## config.mk

```make
export PLATFORM = sky130hd
export DESIGN_NAME = handheld_console_timer_flat
export DESIGN_NICKNAME = d
export VERILOG_FILES = /design/src/hct_pkg.sv /design/src/hct_if.sv /design/src/hct_seq.sv /design/src/handheld_console_timer.sv /design/src/flat_wrapper.sv
export SDC_FILE = /design/constraint.sdc
export NUM_CORES = 1
export LEC_CHECK = 0
export CORE_MARGIN = 2
export CORE_UTILIZATION = 35
export DETAILED_ROUTE_END_ITERATION = 10
export DONT_BUFFER_PORTS = 1
export GPL_ROUTABILITY_DRIVEN = 0
export HOLD_SLACK_MARGIN = 0.03
export PLACE_DENSITY = 0.48
export SETUP_SLACK_MARGIN = 0.4
export SLEW_MARGIN = 20
export SYNTH_ARGS = -nofsm -noshare
export SYNTH_HDL_FRONTEND = slang
export SYNTH_SLANG_ARGS = --single-unit
```

## constraint.sdc

```tcl
create_clock -name clock -period 3.49 [get_ports clock]
set_input_delay 0.5235 -clock clock [delete_from_list [all_inputs] [get_ports clock]]
set_output_delay 0.5235 -clock clock [all_outputs]
set_load 0.005 [all_outputs]
```

## src/hct_pkg.sv

```systemverilog
// hct_pkg: shared types, codes and microcode table for the console timer
// depends on nothing; used by the interfaces, the sequencer and the top level
`timescale 1ns / 1ps
`default_nettype none

package hct_pkg;

   // payload widths
   localparam int CMD_W    = 3;
   localparam int CYCLES_W = 5;
   localparam int BYTE_W   = 8;
   localparam int SPEED_W  = 2;

   // default timing
   localparam int DEF_DIVIDER_PERIOD = 4;
   localparam int DEF_FASTEST_PERIOD = 8;

   // control byte layout
   localparam int CTRL_ENABLE_BIT = 2;
   localparam logic [SPEED_W-1:0] SPEED_RESET = 2'd3;

   // speed codes
   localparam logic [SPEED_W-1:0] SPEED_X64 = 2'd0;
   localparam logic [SPEED_W-1:0] SPEED_X1  = 2'd1;
   localparam logic [SPEED_W-1:0] SPEED_X4  = 2'd2;
   localparam logic [SPEED_W-1:0] SPEED_X16 = 2'd3;

   localparam logic [BYTE_W-1:0] COUNTER_MAX = 8'hFF;

   typedef enum logic [CMD_W-1:0] {
      CMD_TICK          = 3'd0,
      CMD_CLEAR_DIV     = 3'd1,
      CMD_WRITE_COUNTER = 3'd2,
      CMD_WRITE_MODULO  = 3'd3,
      CMD_WRITE_CONTROL = 3'd4
   } cmd_type;

   // program addresses
   typedef enum logic [2:0] {
      ST_IDLE   = 3'd0,
      ST_DIVIDE = 3'd1,
      ST_TLOOP  = 3'd2,
      ST_WRITE  = 3'd3,
      ST_EMIT   = 3'd4
   } step_type;

   // how the next address is chosen
   typedef enum logic [1:0] {
      JMP_ACCEPT = 2'd0,  // on a beat: tick to tgt_a, others to tgt_b
      JMP_DUE    = 2'd1,  // timer period due: tgt_a, else tgt_b
      JMP_ALWAYS = 2'd2,
      JMP_EMIT   = 2'd3   // to tgt_a once the result register is free
   } jump_type;

   typedef struct packed {
      logic     op_load;   // take a beat, latch it, add the tick
      logic     op_div;    // apply divider quotient
      logic     op_timer;  // one counter step if due
      logic     op_write;  // apply a write command
      logic     op_emit;   // load the result register
      jump_type jump;
      step_type tgt_a;
      step_type tgt_b;
   } ctrl_type;

   // microcode table
   function automatic ctrl_type ucode_rom(input step_type step);
      ctrl_type w;
      w = '{op_load: 1'b0, op_div: 1'b0, op_timer: 1'b0, op_write: 1'b0,
            op_emit: 1'b0, jump: JMP_ALWAYS, tgt_a: ST_IDLE, tgt_b: ST_IDLE};
      unique case (step)
         ST_IDLE: begin
            w.op_load = 1'b1;
            w.jump    = JMP_ACCEPT;
            w.tgt_a   = ST_DIVIDE;
            w.tgt_b   = ST_WRITE;
         end
         ST_DIVIDE: begin
            w.op_div   = 1'b1;
            w.op_timer = 1'b1;
            w.jump     = JMP_DUE;
            w.tgt_a    = ST_TLOOP;
            w.tgt_b    = ST_EMIT;
         end
         ST_TLOOP: begin
            w.op_timer = 1'b1;
            w.jump     = JMP_DUE;
            w.tgt_a    = ST_TLOOP;
            w.tgt_b    = ST_EMIT;
         end
         ST_WRITE: begin
            w.op_write = 1'b1;
            w.jump     = JMP_ALWAYS;
            w.tgt_a    = ST_EMIT;
         end
         ST_EMIT: begin
            w.op_emit = 1'b1;
            w.jump    = JMP_EMIT;
            w.tgt_a   = ST_IDLE;
         end
         default: begin
            w.jump  = JMP_ALWAYS;
            w.tgt_a = ST_IDLE;
         end
      endcase
      return w;
   endfunction

endpackage

`default_nettype wire

```

## src/hct_if.sv

```systemverilog
// hct_if: request and response channel interfaces of the console timer
// depends on hct_pkg for payload widths
`timescale 1ns / 1ps
`default_nettype none

interface hct_req_if;
   import hct_pkg::*;

   logic              valid;
   logic              ready;
   logic [CMD_W-1:0]    cmd;
   logic [CYCLES_W-1:0] cycles;
   logic [BYTE_W-1:0]   write_data;

   modport source (output valid, output cmd, output cycles, output write_data,
                   input ready);
   modport sink   (input valid, input cmd, input cycles, input write_data,
                   output ready);
endinterface

interface hct_rsp_if;
   import hct_pkg::*;

   logic              valid;
   logic              ready;
   logic [BYTE_W-1:0] divider_value;
   logic [BYTE_W-1:0] counter_value;
   logic              timer_interrupt;

   modport source (output valid, output divider_value, output counter_value,
                   output timer_interrupt, input ready);
   modport sink   (input valid, input divider_value, input counter_value,
                   input timer_interrupt, output ready);
endinterface

`default_nettype wire

```

## src/hct_seq.sv

```systemverilog
// hct_seq: step counter and jump logic that runs the microcode table
// depends on hct_pkg (step_type, ctrl_type, ucode_rom)
`timescale 1ns / 1ps
`default_nettype none

module hct_seq (
   input  logic              clock,
   input  logic              reset,
   input  logic              req_valid,
   input  logic              is_tick,
   input  logic              due,
   input  logic              rsp_free,
   output hct_pkg::ctrl_type ctrl
);
   import hct_pkg::*;

   step_type pc_ff;
   step_type pc_in;

   // step register
   always_ff @(posedge clock) begin
      if (reset) begin
         pc_ff <= ST_IDLE;
      end else begin
         pc_ff <= pc_in;
      end
   end

   // control word fetch and next address
   always_comb begin
      ctrl  = ucode_rom(pc_ff);
      pc_in = pc_ff;
      unique case (ctrl.jump)
         JMP_ACCEPT: begin
            if (req_valid) begin
               pc_in = is_tick ? ctrl.tgt_a : ctrl.tgt_b;
            end
         end
         JMP_DUE: begin
            pc_in = due ? ctrl.tgt_a : ctrl.tgt_b;
         end
         JMP_ALWAYS: begin
            pc_in = ctrl.tgt_a;
         end
         JMP_EMIT: begin
            if (rsp_free) begin
               pc_in = ctrl.tgt_a;
            end
         end
      endcase
   end

endmodule

`default_nettype wire

```

## src/handheld_console_timer.sv

```systemverilog
// handheld_console_timer: divider and programmable timer, top level datapath
// depends on hct_pkg, hct_if (channels) and hct_seq (microcode sequencer)
`timescale 1ns / 1ps
`default_nettype none

// One command beat is taken at a time. A non-tick command goes from IDLE through
// WRITE to EMIT. A tick goes from IDLE through DIVIDE, where the divider is settled
// in a single step by a reciprocal multiply, and through TLOOP while a timer period
// is due, to EMIT; the timer loop of the sequencer does one counter step per cycle.
// EMIT loads the result register once that register is free. With default timing
// a single tick causes at most four counter steps; after a speed change to a faster
// period a single tick can step the counter many more times. The result
// register frees the input side, so the next command is accepted while a finished
// result is still waiting to be taken.
module handheld_console_timer #(
   parameter int DIVIDER_PERIOD = hct_pkg::DEF_DIVIDER_PERIOD,
   parameter int FASTEST_PERIOD = hct_pkg::DEF_FASTEST_PERIOD
) (
   input  logic clock,
   input  logic reset,
   hct_req_if.sink   req_ch,
   hct_rsp_if.source rsp_ch
);
   import hct_pkg::*;

   localparam int DPW    = (DIVIDER_PERIOD > 1) ? $clog2(DIVIDER_PERIOD) : 1;
   localparam int SUMW   = $clog2(DIVIDER_PERIOD + 32);
   localparam int RECIP  = (1 << SUMW) / DIVIDER_PERIOD;
   localparam int PRODW  = 2 * SUMW + 1;
   localparam int TPW    = $clog2(64 * FASTEST_PERIOD + 32);

   ctrl_type ctrl;
   logic     accept;
   logic     due;
   logic     rsp_free;

   // architectural state
   logic [BYTE_W-1:0]  divider_ff,   divider_in;
   logic [DPW-1:0]     dpre_ff,      dpre_in;
   logic [BYTE_W-1:0]  counter_ff,   counter_in;
   logic [BYTE_W-1:0]  reload_ff,    reload_in;
   logic [TPW-1:0]     tpre_ff,      tpre_in;
   logic               enabled_ff,   enabled_in;
   logic [SPEED_W-1:0] speed_ff,     speed_in;

   // per-item work registers
   cmd_type            cmd_ff;
   logic [BYTE_W-1:0]  data_ff;
   logic [SUMW-1:0]    dsum_ff;
   logic [PRODW-1:0]   dprod_ff;
   logic               irq_ff,       irq_in;

   // result register
   logic               rsp_valid_ff;
   logic [BYTE_W-1:0]  rsp_div_ff;
   logic [BYTE_W-1:0]  rsp_cnt_ff;
   logic               rsp_irq_ff;

   logic [SUMW-1:0]    dsum_in;
   logic [SUMW:0]      quot0;
   logic [SUMW-1:0]    rem0;
   logic               rem_over;
   logic [TPW-1:0]     period;

   hct_seq u_seq (
      .clock     (clock),
      .reset     (reset),
      .req_valid (req_ch.valid),
      .is_tick   (cmd_type'(req_ch.cmd) == CMD_TICK),
      .due       (due),
      .rsp_free  (rsp_free),
      .ctrl      (ctrl)
   );

   assign req_ch.ready = ctrl.op_load;
   assign accept       = req_ch.valid & ctrl.op_load;
   assign rsp_free     = !rsp_valid_ff || rsp_ch.ready;

   // selected timer period
   always_comb begin
      unique case (speed_ff)
         SPEED_X64: period = TPW'(64 * FASTEST_PERIOD);
         SPEED_X1:  period = TPW'(FASTEST_PERIOD);
         SPEED_X4:  period = TPW'(4 * FASTEST_PERIOD);
         SPEED_X16: period = TPW'(16 * FASTEST_PERIOD);
         default:   period = TPW'(16 * FASTEST_PERIOD);
      endcase
   end

   assign due = enabled_ff && (tpre_ff >= period);

   // divider prescaler sum and its reciprocal product
   assign dsum_in = SUMW'(dpre_ff) + SUMW'(req_ch.cycles);

   // quotient estimate, low by at most one
   assign quot0    = dprod_ff[PRODW-1:SUMW];
   assign rem0     = dsum_ff - SUMW'(quot0 * DIVIDER_PERIOD);
   assign rem_over = rem0 >= SUMW'(DIVIDER_PERIOD);

   // datapath next state
   always_comb begin
      divider_in = divider_ff;
      dpre_in    = dpre_ff;
      counter_in = counter_ff;
      reload_in  = reload_ff;
      tpre_in    = tpre_ff;
      enabled_in = enabled_ff;
      speed_in   = speed_ff;
      irq_in     = irq_ff;

      // beat taken: clear irq; if enabled, add tick cycles to the prescaler
      if (accept) begin
         irq_in = 1'b0;
         if (cmd_type'(req_ch.cmd) == CMD_TICK && enabled_ff) begin
            tpre_in = tpre_ff + TPW'(req_ch.cycles);
         end
      end

      // divider advance by whole periods
      if (ctrl.op_div) begin
         divider_in = divider_ff + BYTE_W'(quot0) + BYTE_W'(rem_over);
         dpre_in    = rem_over ? DPW'(rem0 - SUMW'(DIVIDER_PERIOD)) : DPW'(rem0);
      end

      // one timer period
      if (ctrl.op_timer && due) begin
         tpre_in = tpre_ff - period;
         if (counter_ff == COUNTER_MAX) begin
            counter_in = reload_ff;
            irq_in     = 1'b1;
         end else begin
            counter_in = counter_ff + 1'b1;
         end
      end

      // register writes
      if (ctrl.op_write) begin
         unique case (cmd_ff)
            CMD_CLEAR_DIV:     divider_in = '0;
            CMD_WRITE_COUNTER: counter_in = data_ff;
            CMD_WRITE_MODULO:  reload_in  = data_ff;
            CMD_WRITE_CONTROL: begin
               enabled_in = data_ff[CTRL_ENABLE_BIT];
               speed_in   = data_ff[SPEED_W-1:0];
               if (!data_ff[CTRL_ENABLE_BIT]) begin
                  tpre_in = '0;
               end
            end
            default: begin
            end
         endcase
      end
   end

   // architectural state registers
   always_ff @(posedge clock) begin
      if (reset) begin
         divider_ff <= '0;
         dpre_ff    <= '0;
         counter_ff <= '0;
         reload_ff  <= '0;
         tpre_ff    <= '0;
         enabled_ff <= 1'b0;
         speed_ff   <= SPEED_RESET;
         irq_ff     <= 1'b0;
      end else begin
         divider_ff <= divider_in;
         dpre_ff    <= dpre_in;
         counter_ff <= counter_in;
         reload_ff  <= reload_in;
         tpre_ff    <= tpre_in;
         enabled_ff <= enabled_in;
         speed_ff   <= speed_in;
         irq_ff     <= irq_in;
      end
   end

   // beat capture
   always_ff @(posedge clock) begin
      if (accept) begin
         cmd_ff   <= cmd_type'(req_ch.cmd);
         data_ff  <= req_ch.write_data;
         dsum_ff  <= dsum_in;
         dprod_ff <= PRODW'(dsum_in) * PRODW'(RECIP);
      end
   end

   // result register
   always_ff @(posedge clock) begin
      if (reset) begin
         rsp_valid_ff <= 1'b0;
      end else if (ctrl.op_emit && rsp_free) begin
         rsp_valid_ff <= 1'b1;
      end else if (rsp_ch.ready) begin
         rsp_valid_ff <= 1'b0;
      end
   end

   always_ff @(posedge clock) begin
      if (ctrl.op_emit && rsp_free) begin
         rsp_div_ff <= divider_ff;
         rsp_cnt_ff <= counter_ff;
         rsp_irq_ff <= irq_ff;
      end
   end

   assign rsp_ch.valid           = rsp_valid_ff;
   assign rsp_ch.divider_value   = rsp_div_ff;
   assign rsp_ch.counter_value   = rsp_cnt_ff;
   assign rsp_ch.timer_interrupt = rsp_irq_ff;

endmodule

`default_nettype wire

```

## src/flat_wrapper.sv

```systemverilog
// flat-port wrapper written by rule: the top's interface ports become plain ports
module handheld_console_timer_flat import hct_pkg::*;
#(
   parameter int DIVIDER_PERIOD = hct_pkg::DEF_DIVIDER_PERIOD,
   parameter int FASTEST_PERIOD = hct_pkg::DEF_FASTEST_PERIOD
)
  (clock, reset, req_ch_valid, req_ch_cmd, req_ch_cycles, req_ch_write_data, req_ch_ready, rsp_ch_valid, rsp_ch_divider_value, rsp_ch_counter_value, rsp_ch_timer_interrupt, rsp_ch_ready);
  hct_req_if req_ch_i ();
  hct_rsp_if rsp_ch_i ();
  input  logic clock;
  input  logic reset;
  input wire logic [$bits(req_ch_i.valid)-1:0] req_ch_valid;
  input wire logic [$bits(req_ch_i.cmd)-1:0] req_ch_cmd;
  input wire logic [$bits(req_ch_i.cycles)-1:0] req_ch_cycles;
  input wire logic [$bits(req_ch_i.write_data)-1:0] req_ch_write_data;
  output wire logic [$bits(req_ch_i.ready)-1:0] req_ch_ready;
  output wire logic [$bits(rsp_ch_i.valid)-1:0] rsp_ch_valid;
  output wire logic [$bits(rsp_ch_i.divider_value)-1:0] rsp_ch_divider_value;
  output wire logic [$bits(rsp_ch_i.counter_value)-1:0] rsp_ch_counter_value;
  output wire logic [$bits(rsp_ch_i.timer_interrupt)-1:0] rsp_ch_timer_interrupt;
  input wire logic [$bits(rsp_ch_i.ready)-1:0] rsp_ch_ready;
  assign req_ch_i.valid = req_ch_valid;
  assign req_ch_i.cmd = req_ch_cmd;
  assign req_ch_i.cycles = req_ch_cycles;
  assign req_ch_i.write_data = req_ch_write_data;
  assign req_ch_ready = req_ch_i.ready;
  assign rsp_ch_valid = rsp_ch_i.valid;
  assign rsp_ch_divider_value = rsp_ch_i.divider_value;
  assign rsp_ch_counter_value = rsp_ch_i.counter_value;
  assign rsp_ch_timer_interrupt = rsp_ch_i.timer_interrupt;
  assign rsp_ch_i.ready = rsp_ch_ready;
  handheld_console_timer #(.DIVIDER_PERIOD(DIVIDER_PERIOD), .FASTEST_PERIOD(FASTEST_PERIOD)) u_core (.clock(clock), .reset(reset), .req_ch(req_ch_i), .rsp_ch(rsp_ch_i));
endmodule
```

Word level (Yosys, flattened, before mapping) --
Index checks and enable logic that the tools add are counted. W data, S select, Z words.
Operators by class: add/subtract/negate cells 8, $lt $le $gt $ge 2, eq/ne operators 17, mux-type cells 32, bitwise operators 1, reduce and logical (&&, ||, !) cells 15
Operators with widths (number):
- $mux W10 | 6
- $mux W8 | 7
- $pmux W10 S4 | 1
- $pmux W5 S4 | 1
- $eq A3 B2 Y1 const B | 4
- $mux W3 | 4
- $pmux W3 S4 | 1
- $add A10 B5 Y10 | 1
- $ge A10 B10 Y1 | 1
- $mux W1 | 10
- $sub A10 B10 Y10 | 1
- $add A8 B1 Y8 | 1
- $add A8 B1 Y8 const B | 1
- $add A8 B4 Y8 | 1
- $eq A2 B2 Y1 const B | 4
- $eq A8 B8 Y1 const B | 1
- $add A2 B5 Y6 | 1
- $eq A3 B1 Y1 const B | 2
- $eq A3 B3 Y1 const B | 2
- $ge A6 B3 Y1 const B | 1
- $logic_not A3 Y1 | 2
- $pmux W3 S2 | 1
- $reduce_and A2 Y1 | 3
- $sub A6 B6 Y6 | 1
- other kinds (12) | 17
Storage, ports and cells: register bits 78, input port bits 20, output and inout port bits 19, logic and storage cells 91

Longest topological paths before layout --
Gate-level depths: netlist of the first run.
depth after elaboration 9, mapped depth 11, mapped depth without buffers 9

Hierarchy --
From an unflattened synthesis of the first run, not the netlist that was laid out.
Unflattened totals: cell total of the unflattened synthesis 369, area total of the unflattened synthesis 3870.0 sq um
Modules (own cells, without submodules):
- handheld_console_timer | instances 1, cells each 337, area each 3587.2 sq um, seq. area each 1841.8 sq um
- hct_seq | instances 1, cells each 32, area each 282.8 sq um, seq. area each 60.1 sq um

Worst setup path before layout of the first run --
No wires, ideal clock.
kind register to register, from reg u_core.speed_ff[1], to reg u_core.counter_ff[5], library setup time 0.133 ns, arrival 2.032 ns, data required time 3.357 ns, setup slack 1.325 ns, cell stages (with the launch flop) 10, buffers on the path 2, period minus slack after synthesis 2.165 ns, path through dfxtp_1 nand2_1 ha_1 a211o_1 a21o_1 o21a_1 buf_6 buf_4 a221oi_1 nor3_1
Between the ends: longest elaborated chain between the ends 8, elaborated cells on any way between the ends 11, classes of those cells 1 x order compare; 3 x eq/ne; 4 x mux; 3 x reduce/logical
Ends and longest elaborated chain:
- start, declared | line handheld_console_timer.sv:44 | logic [SPEED_W-1:0] speed_ff, speed_in;
- start signal, assigned | line handheld_console_timer.sv:173 | speed_ff <= speed_in;
- $eq A2 B2 Y1 (tied with other cells) | line handheld_console_timer.sv:81 | unique case (speed_ff)
- $pmux W10 S4 (*) | line handheld_console_timer.sv:81
- $ge A10 B10 Y1 (*) | line handheld_console_timer.sv:90 | assign due = enabled_ff && (tpre_ff >= period);
- $logic_and A1 B1 Y1 (*) | line handheld_console_timer.sv:90
- $logic_and A1 B1 Y1 (*) | line handheld_console_timer.sv:126 | if (ctrl.op_timer && due) begin
- $mux W8 (*) | line handheld_console_timer.sv:126
- $mux W8 | line handheld_console_timer.sv:138 | unique case (cmd_ff)
- $mux W8 (*) | line handheld_console_timer.sv:137 | if (ctrl.op_write) begin
- end signal, assigned | line handheld_console_timer.sv:169 | counter_ff <= counter_in;
- end, declared | line handheld_console_timer.sv:40 | logic [BYTE_W-1:0] counter_ff, counter_in;
Every way passes the cells marked *; elsewhere a longest branch is shown, timed or not. The select of a mux whose other input is x is not followed. A chain may end at the register's enable or synchronous reset.

Final worst setup path of the first run --
from reg u_core.speed_ff[1], to reg u_core.counter_ff[0]
Same word-level chain as after synthesis.

==> results of run 1 <==
-- kinds of logic (layout without fill, tap and decap cells) --
family                     after synthesis  count (layout)  synth area share
DFF                                     78              78             0.514
muxes                                   14              14            0.0379
buffers and inverters                   21              31            0.0284
and+or+nand+nor                        115             115             0.163
xor gates and xnor gates                18              18            0.0426
AOI/OAI and AO/OA                       74              74             0.141
adders and majority gates               20              20            0.0730
-- stage by stage --
step	setup slack, ns	cells	power (uW)
2_1_floorplan	1.33	340	1150
3_3_place_gp	0.936	470	1190
3_5_place_dp	0.845	470	1190
4_1_cts	0.812	486	1890
5_1_grt	0.519	486	1940
6_report	0.821	486	1870
-- worst reg2reg max path: stages, from the launching register on --
cell       delay, ns
dfxtp_1         0.36
or2_2           0.29
ha_1            0.33
nand4bb_1       0.11
a211oi_1        0.32
o21a_1          0.55
buf_4           0.25
a21oi_2         0.05
o221ai_1        0.19
a211oi_1        0.09
-- final cells by class --
| cell class | count | area [sq um] | share of cell area |
|---|---|---|---|
| Clock buffer | 12 | 155 | 0.0385 |
| Clock inverter | 4 | 45.0 | 0.0112 |
| Inverter | 12 | 45.0 | 0.0112 |
| Multi-Input combinational cell | 241 | 1690 | 0.420 |
| Sequential cell | 78 | 1900 | 0.471 |
| Tap cell | 136 | 170 | 0.0422 |
| Timing Repair Buffer | 3 | 22.5 | 0.00558 |
-- layout by cell type (no fill, tap or decap), types with 10 or more instances in the layout --
master / instances
a211oi_1: 11
a21o_1: 10
a21oi_1: 19
clkbuf_8: 11
dfxtp_1: 44
edfxtp_1: 34
ha_1: 16
inv_1: 11
mux2i_1: 14
nand2_1: 22
nor2_1: 48
xnor2_1: 15
-- Yosys cell counts (5+ instances only) --
cell / count / share of area
a21oi_1: 19 / 0.026
nand3_1: 5 / 0.0068
o21ai_0: 9 / 0.012
a211oi_1: 11 / 0.022
edfxtp_1: 34 / 0.28
dfxtp_1: 44 / 0.24
ha_1: 16 / 0.054
nand2_1: 22 / 0.022
inv_1: 11 / 0.011
nor2_1: 48 / 0.049
nor3_1: 7 / 0.0095
a21o_1: 10 / 0.020
xnor2_1: 15 / 0.035
mux2i_1: 14 / 0.038
-- layer usage --
layer	share of wire	routed length [microns]	up-vias	global-route usage
met3	0.035	266	12	0.0286
met4	0.022	168	0	0.0724
met1	0.50	3830	1205	0.196
met5	0	0	-	0
met2	0.45	3430	44	0.224
li1	-	-	1255	-
-- state kept, by name, indices dropped and copies added (netlist names), 6 cells and up --
register,flops
u_core.counter_ff,8
u_core.data_ff,8
u_core.divider_ff,8
u_core.dsum_ff,6
u_core.reload_ff,8
u_core.rsp_ch.counter_value,8
u_core.rsp_ch.divider_value,8
u_core.tpre_ff,10
-- final timing paths --
kind	cells after the start	startpoint	end	slack, ns
hold reg to reg	0	u_core.irq_ff	u_core.rsp_ch.timer_interrupt	0.45
hold / removal	1	reset	u_core.counter_ff[2]	0.22
setup reg to reg	9	u_core.speed_ff[1]	u_core.counter_ff[0]	0.82
setup / recovery	9	u_core.speed_ff[1]	u_core.counter_ff[0]	0.82
-- power groups by stage --
stage / Combinational [uW] / Clock (uW) / Sequential [uW]
after floorplan: 101 / 0 / 1050
after global placement: 122 / 0 / 1070
after detailed placement: 125 / 0 / 1070
after CTS: 126 / 720 / 1050
after global routing: 141 / 748 / 1050
final: 123 / 699 / 1050
==> reports/results.ini, run 1 <==
[outcome]
status = finished clean

[grt]
grt_pass1_wl_microns = 12700
overflow = 0
grt_pass1_vias = 2448
grt_max_degree = 25
track_usage = 0.146
grt_antenna_before_repair = 0

[layout]
areaGrowthSynthToFinish_pct = 8.99
utilization = 0.393
design_area_sq_mm = 0.00403
num-fill-cells = 1028
nets = 384
drive_above_1_share = 0.0943
diodes = 0

[cts]
cts_resized = 0
hold_buffers = 0
cts_root_buf = clkbuf_8
htree_num_levels = 3
ctsLongestPathBuffers = 2
path_clk_slew_ns = 0.09
cts_tree = done
cts_buffers = 9
postCtsSetupBuffers = 0
clock_latency_ns = 0.36
cts.sinks = 78

[power]
clkPwrFrac = 0.374
p_int_uw = 1420
power_density_mw_per_mm2 = 463
power.switching_uw = 447
cellLeakagePower_uw = 0.00150
pwr-share-comb = 0.066
power_frac_seq = 0.560
irDropWorstVdd_v = 0.000165
swShare = 0.239

[critical_path]
cpPeakStageDelay_ns = 0.55
crit_top_cell = a211oi_1
arrival_ns = 2.90
critPathKind = reg -> reg
critPathBufInv = 1
cp_max_fo = 15
path_cells = or2_2 -> ha_1 -> nand4bb_1 -> a211oi_1 -> o21a_1 -> buf_4 -> a21oi_2 -> o221ai_1 -> a211oi_1
crit_path_start_kind = flop
crit_slowest_cell = o21a_1
end_kind = flop
crit_family = compound AO/OA/AOI/OAI gates
cp.required_ns = 3.72

[yosys]
ys_seq_elements = 78
seq_area_frac_synth = 0.514
syn_avg_cell_area_sq_um = 10.9
synth_cells = 340
async_flop_share = 0
syn_nets = 379
yosysWarnings = 0
synth.distinct_cells = 60
synth_ff_type = dfxtp_1
syn_area_sq_mm = 0.00370
synth_edf_count = 34

[sta]
setup_viol = 0
fin_skew_ns = 0.0140
fmax_mhz = 375
fin_setup_tns_ns = 0
worstMarginPinSlew_ns = 0.852
rsz0062_at_grt = no
period_minus_slack_ns = 2.67
final-max-slew-violation-count = 0
relSlewSlack = 0.424
hold_slack_ns = 0.223
report.final.hold_viol_count = 0
timing.final.crit_share = 0.765

[placement]
place_hpwl_microns = 5500
placed_area_sq_mm = 0.00383
port_buffers = 0

[die]
die_w_microns = 107
rows = 37
die_h_microns = 107
coreArea_sq_mm = 0.0103
io_pins = 39
initial_core_util = 0.360
die_area_sq_mm = 0.0114

[detailed_routing]
ant_nets = 0
drc = 0
vias = 2516
first_iter_violations = 86
drt-vias-per-instance = 5.18
drt-wirelength-per-cell_microns = 15.8
drtPass1Iterations = 4
drt_wl_total_microns = 7700

[hold_path]
hold_class = in -> reg

[job]
max_cap_violations = 0

No activity file was read; power rests on OpenSTA's default activity.
==> run 2, diff against run 1 <==
--- a/config.mk
+++ b/config.mk
@@ -5,6 +5,7 @@
 export SDC_FILE = /design/constraint.sdc
 export NUM_CORES = 1
 export LEC_CHECK = 0
+export ABC_AREA = 1
 export CORE_MARGIN = 2
 export CORE_UTILIZATION = 35
 export DETAILED_ROUTE_END_ITERATION = 10
==> constraint.sdc (replaced) <==
create_clock -name clock -period 2.7 [get_ports clock]
set_input_delay 0.405 -clock clock [delete_from_list [all_inputs] [get_ports clock]]
set_output_delay 0.405 -clock clock [all_outputs]
set_load 0.005 [all_outputs]
==> reports/results.ini, run 2 <==
[layout]
drive_above_1_share = 0.0929
regMostFlops = u_core.tpre_ff
instances_no_fill = 638
diodes = 0
final_common_cell = nand2_1
largest_reg_flops = 10
nets = 529
most-common-layout-cells = 101 x nand2_1, 71 x inv_1, 56 x nor2_1
areaGrowthSynthToFinish_pct = 12.2

[sta]
worstMarginPinSlew_ns = 0.722
rsz0062_at_grt = yes
final-max-slew-violation-count = 0
fmax_mhz = 475
setup_viol = 0
fin_setup_tns_ns = 0
fin_skew_ns = 0.00706
timing.final.crit_share = 0.780
period_minus_slack_ns = 2.11
report.final.hold_viol_count = 0
relSlewSlack = 0.518

[yosys]
ys_top_cells_by_area = edfxtp_1 25%, dfxtp_1 22%, nand2_1 9.4%
async_flop_share = 0
ys_seq_elements = 78
yosysWarnings = 0
synth_cells = 484
synth_ff_type = dfxtp_1
synth_top_area_share = 0.252
yosysMostFrequentCell = nand2_1
seq_area_frac_synth = 0.470
syn_avg_cell_area_sq_um = 8.36
synth.distinct_cells = 39
syn_nets = 523
synth.largest_area_cell = edfxtp_1
ys_top_cells_by_count = 101 x nand2_1, 72 x inv_1, 56 x nor2_1, 44 x dfxtp_1, 36 x nand3_1
synth_edf_count = 34
syn_area_sq_mm = 0.00405

[detailed_routing]
vias = 2984
drc = 0
drt-wirelength-per-cell_microns = 13.0
drtPass1Iterations = 4
drt_wl_total_microns = 8280
drt-vias-per-instance = 4.68
first_iter_violations = 128
ant_nets = 0

[critical_path]
crit_top_cell = nand2_1
crit_family = simple AND/OR/NAND/NOR gates
arrival_ns = 2.36
critPathKind = reg -> reg
cpPeakStageDelay_ns = 0.33
cp.required_ns = 2.96
cp_max_fo = 17
crit_path_start_kind = flop
path_cells = inv_1 -> nand2_1 -> ha_1 -> inv_1 -> nor2_1 -> nand2_1 -> nand2_1 -> nand2_1 -> nand2_2 -> nand3_4 -> buf_4 -> a211oi_2
end_kind = flop
critPathBufInv = 3
crit_slowest_cell = dfxtp_1

[die]
die_h_microns = 112
coreArea_sq_mm = 0.0114
die_area_sq_mm = 0.0124
rows = 39
io_pins = 39
initial_core_util = 0.356
die_w_microns = 112

[power]
p_int_uw = 2300
power_density_mw_per_mm2 = 655
power.switching_uw = 671
cellLeakagePower_uw = 0.00200
pwr-share-comb = 0.082
power_frac_seq = 0.463
clkPwrFrac = 0.455
swShare = 0.226
irDropWorstVdd_v = 0.000290

[cts]
cts_root_buf = clkbuf_16
clock_latency_ns = 0.33
htree_num_levels = 3
ctsLongestPathBuffers = 2
hold_buffers = 0
cts_tree = done
cts_buffers = 9
path_clk_slew_ns = 0.06
cts.sinks = 78

[grt]
track_usage = 0.143
grt_pass1_wl_microns = 14300
grt_antenna_before_repair = 0
grt_max_degree = 21
grt_pass1_vias = 2949
overflow = 0

[hold_path]
hold_class = in -> reg

[placement]
port_buffers = 0
dp.cells = 620
place_hpwl_microns = 6370

[outcome]
status = finished clean

[job]
max_cap_violations = 0

run 2: cell types whose count changed after synthesis, moves of 10 or more:
cell	change
mux2i_1	-14
xnor2_1	-10
a21o_1	-10
inv_1	+61
o21ai_0	+19
a211oi_1	-10
nand2_1	+79
nand3_1	+31
run 2: cells by family (layout without fill, tap and decap cells):
logic type,after synthesis,after routing,share of synthesized area
AOI/OAI and AO/OA,59,59,0.0875
xor gates and xnor gates,9,9,0.0195
adders and majority gates,19,19,0.0643
buffers and inverters,86,97,0.0844
DFF,78,78,0.470
and+or+nand+nor,233,233,0.274
run 2: what timing repair did:
action                                  4_1_cts  5_1_grt
endpoints found under the setup margin        0        7
setup buffers                                 0        2
resized for setup                             0        1
run 2: final timing paths:
| path | startpoint | endpoint | slack, ns | depth (start not counted) |
|---|---|---|---|---|
| setup / recovery | u_core.speed_ff[0] | u_core.u_seq.pc_ff[1] | 0.59 | 12 |
| hold / removal | reset | u_core.rsp_ch.valid | 0.14 | 1 |
| setup reg to reg | u_core.speed_ff[0] | u_core.u_seq.pc_ff[1] | 0.59 | 12 |
| hold reg to reg | u_core.reload_ff[2] | u_core.reload_ff[2] | 0.45 | 2 |
run 2: cell type report:
| class | instances | area (sq um) |
|---|---|---|
| Fill cell | 1157 | 6830 |
| Sequential cell | 78 | 1900 |
| Multi-Input combinational cell | 320 | 1810 |
| Inverter | 77 | 289 |
| Clock buffer | 11 | 233 |
| Tap cell | 143 | 179 |
| Clock inverter | 5 | 97.6 |
| Timing Repair Buffer | 4 | 30.0 |
run 2: routing by layer:
| layer | GRT usage | part of all wire | vias to the layer above |
|---|---|---|---|
| met5 | 0 | 0 | - |
| met4 | 0.0568 | 0.021 | 0 |
| met3 | 0.0338 | 0.032 | 15 |
| met2 | 0.227 | 0.45 | 44 |
| met1 | 0.190 | 0.50 | 1340 |
| li1 | - | - | 1585 |
run 2: metrics by stage:
stage	worst slack, ns	hold slack, ns	utilization	power, uW	instance area [sq um]
global placement	0.624	0.443	0.369	1640	4190
global route	0.385	0.124	0.399	3120	4540
finish	0.594	0.136	0.399	2970	4540
CTS	0.519	0.126	0.398	3010	4520
detailed placement	0.524	0.448	0.369	1650	4190
floorplan	0.488	0.409	-	1580	4050
run 2: power by group through the flow:
stage               clock, uW  sequential, uW  combinational (uW)
floorplan                   0            1390                 195
global placement            0            1400                 241
detailed placement          0            1400                 247
CTS                      1380            1380                 248
global route             1460            1380                 281
finish                   1350            1380                 244
==> run 3, diff against run 2 <==
--- a/config.mk
+++ b/config.mk
@@ -5,7 +5,7 @@
 export SDC_FILE = /design/constraint.sdc
 export NUM_CORES = 1
 export LEC_CHECK = 0
-export ABC_AREA = 1
+export ABC_AREA = 0
 export CORE_MARGIN = 2
 export CORE_UTILIZATION = 35
 export DETAILED_ROUTE_END_ITERATION = 10
==> constraint.sdc (replaced) <==
create_clock -name clock -period 1.95 [get_ports clock]
set_input_delay 0.2925 -clock clock [delete_from_list [all_inputs] [get_ports clock]]
set_output_delay 0.2925 -clock clock [all_outputs]
set_load 0.005 [all_outputs]
==> reports/results.ini, run 3 (same netlist as run 1, synthesis figures left out) <==
[die]
initial_core_util = 0.360
coreArea_sq_mm = 0.0103
die_h_microns = 107
die_w_microns = 107
die_area_sq_mm = 0.0114
io_pins = 39
rows = 37

[detailed_routing]
first_iter_violations = 67
drt-vias-per-instance = 4.97
vias = 2743
drc = 0
drt-wirelength-per-cell_microns = 15.0
ant_nets = 0
drtPass1Iterations = 4
drt_wl_total_microns = 8290

[critical_path]
cp.depth = 10
path_cells = nand2_2 -> ha_4 -> a211o_1 -> a21o_1 -> o21a_1 -> buf_12 -> buf_4 -> buf_4 -> a221oi_2 -> nor3_1
arrival_ns = 2.44
r2r-start = u_core.speed_ff[1]
crit_family = compound AO/OA/AOI/OAI gates
cp_max_fo = 11
crit_slowest_cell = dfxtp_4
reg2reg_to = u_core.counter_ff[5]
crit_start = u_core.speed_ff[1]
critPathKind = reg -> reg
crit_top_cell = buf_4
endpoint = u_core.counter_ff[5]
crit_path_start_kind = flop
reg2reg_setup_slack_ns = -0.24
cp.required_ns = 2.20
critPathBufInv = 3
end_kind = flop
cpPeakStageDelay_ns = 0.36
reg2reg_depth = 10

[grt]
track_usage = 0.159
grt_pass1_vias = 2847
grt_max_degree = 25
grt_antenna_before_repair = 0
grt_pass1_wl_microns = 14000
overflow = 0

[sta]
period_minus_slack_ns = 2.19
setup_viol = 16
final-max-slew-violation-count = 0
fin_ws_ns = -0.242
fmax_mhz = 456
timing.final.crit_share = 1.12
fin_setup_tns_ns = -1.83
hold_slack_ns = -0.00825
worstMarginPinSlew_ns = 0.446
report.final.hold_viol_count = 3
fin_skew_ns = 0.00779
rsz0062_at_grt = yes
relSlewSlack = 0.701

[layout]
regMostFlops = u_core.tpre_ff
most-common-layout-cells = 46 x buf_4, 43 x nor2_1, 38 x dfxtp_1
num-fill-cells = 977
instances_no_fill = 552
drive_above_1_share = 0.320
largest_reg_flops = 10
diodes = 0
nets = 450
areaGrowthSynthToFinish_pct = 31.6
utilization = 0.474
final_common_cell = buf_4

[cts]
htree_num_levels = 3
cts_buffers = 9
path_clk_slew_ns = 0.08
cts_tree = done
cts.sinks = 78
ctsLongestPathBuffers = 2
hold_buffers = 13
clock_latency_ns = 0.36
cts_root_buf = clkbuf_8

[hold_path]
hold_class = in -> reg

[job]
max_cap_violations = 0

[outcome]
violations = hold timing, setup timing
status = finished, violations left

[power]
clkPwrFrac = 0.356
irDropWorstVdd_v = 0.000280
cellLeakagePower_uw = 0.00186
p_int_uw = 2580
swShare = 0.241
pwr-share-comb = 0.093
power_frac_seq = 0.550
power.switching_uw = 820
power_density_mw_per_mm2 = 698

[placement]
dp.cells = 510
pre_cts_ws_ns = -0.265
place_hpwl_microns = 5990
port_buffers = 0

-- run 3: cell types whose count changed in the layout (fill, tap and decap cells not counted), sizes merged, moves of 11 or more --
cell and delta:
inv -65, nand3 -36, buf +52, dlygate4sd3 +13
nand2 -80, nor2 -16, mux2i +14, a211oi +11
o21ai -23
-- run 3: worst min path at each step --
stage                                      end  cells past startpoint  slack (ns)  startpoint
after floorplan           u_core.counter_ff[3]                      1        0.37       reset
after global placement    u_core.counter_ff[2]                      1        0.37       reset
after detailed placement  u_core.counter_ff[1]                      1        0.37       reset
after CTS                 u_core.counter_ff[2]                      1       -0.02       reset
after global routing      u_core.counter_ff[2]                      1       -0.02       reset
final                     u_core.counter_ff[2]                      1      -0.008       reset
-- run 3: layout make-up --
cell class	count	area, sq um	area share
clock buffers	12	145	0.0298
well taps	136	170	0.0349
multi-input cells	241	1950	0.400
clock inverters	4	46.3	0.00950
inverters	12	47.5	0.00976
repair buffers	69	597	0.123
flip-flops and latches	78	1920	0.394
-- run 3: through the flow --
step / power (uW) / instance area (sq um)
2_1_floorplan: 2080 / 3790
3_3_place_gp: 2160 / 4230
3_5_place_dp: 2160 / 4230
4_1_cts: 3400 / 4730
5_1_grt: 3540 / 4870
6_report: 3400 / 4870
-- run 3: layer usage --
layer | vias up | track usage | wire length [microns]
li1 | 1385 | - | -
met1 | 1307 | 0.206 | 4080
met2 | 37 | 0.255 | 3830
met3 | 14 | 0.0401 | 252
met4 | 0 | 0.0622 | 127
met5 | - | 0 | 0
-- run 3: power groups by stage --
| stage | Clock (uW) | Combinational [uW] | Sequential [uW] |
|---|---|---|---|
| after floorplan | 0 | 189 | 1890 |
| after global placement | 0 | 255 | 1900 |
| after detailed placement | 0 | 258 | 1910 |
| after CTS | 1240 | 290 | 1870 |
| after global routing | 1310 | 350 | 1880 |
| final | 1210 | 317 | 1870 |
-- run 3: repair_timing --
| item | in CTS | in global routing |
|---|---|---|
| setup endpoints to repair | 27 | 40 |
| pin swaps | 18 | 16 |
| endpoints found under the hold margin | 32 | 19 |
| gates resized for setup | 28 | 24 |
| setup buffers | 7 | 6 |
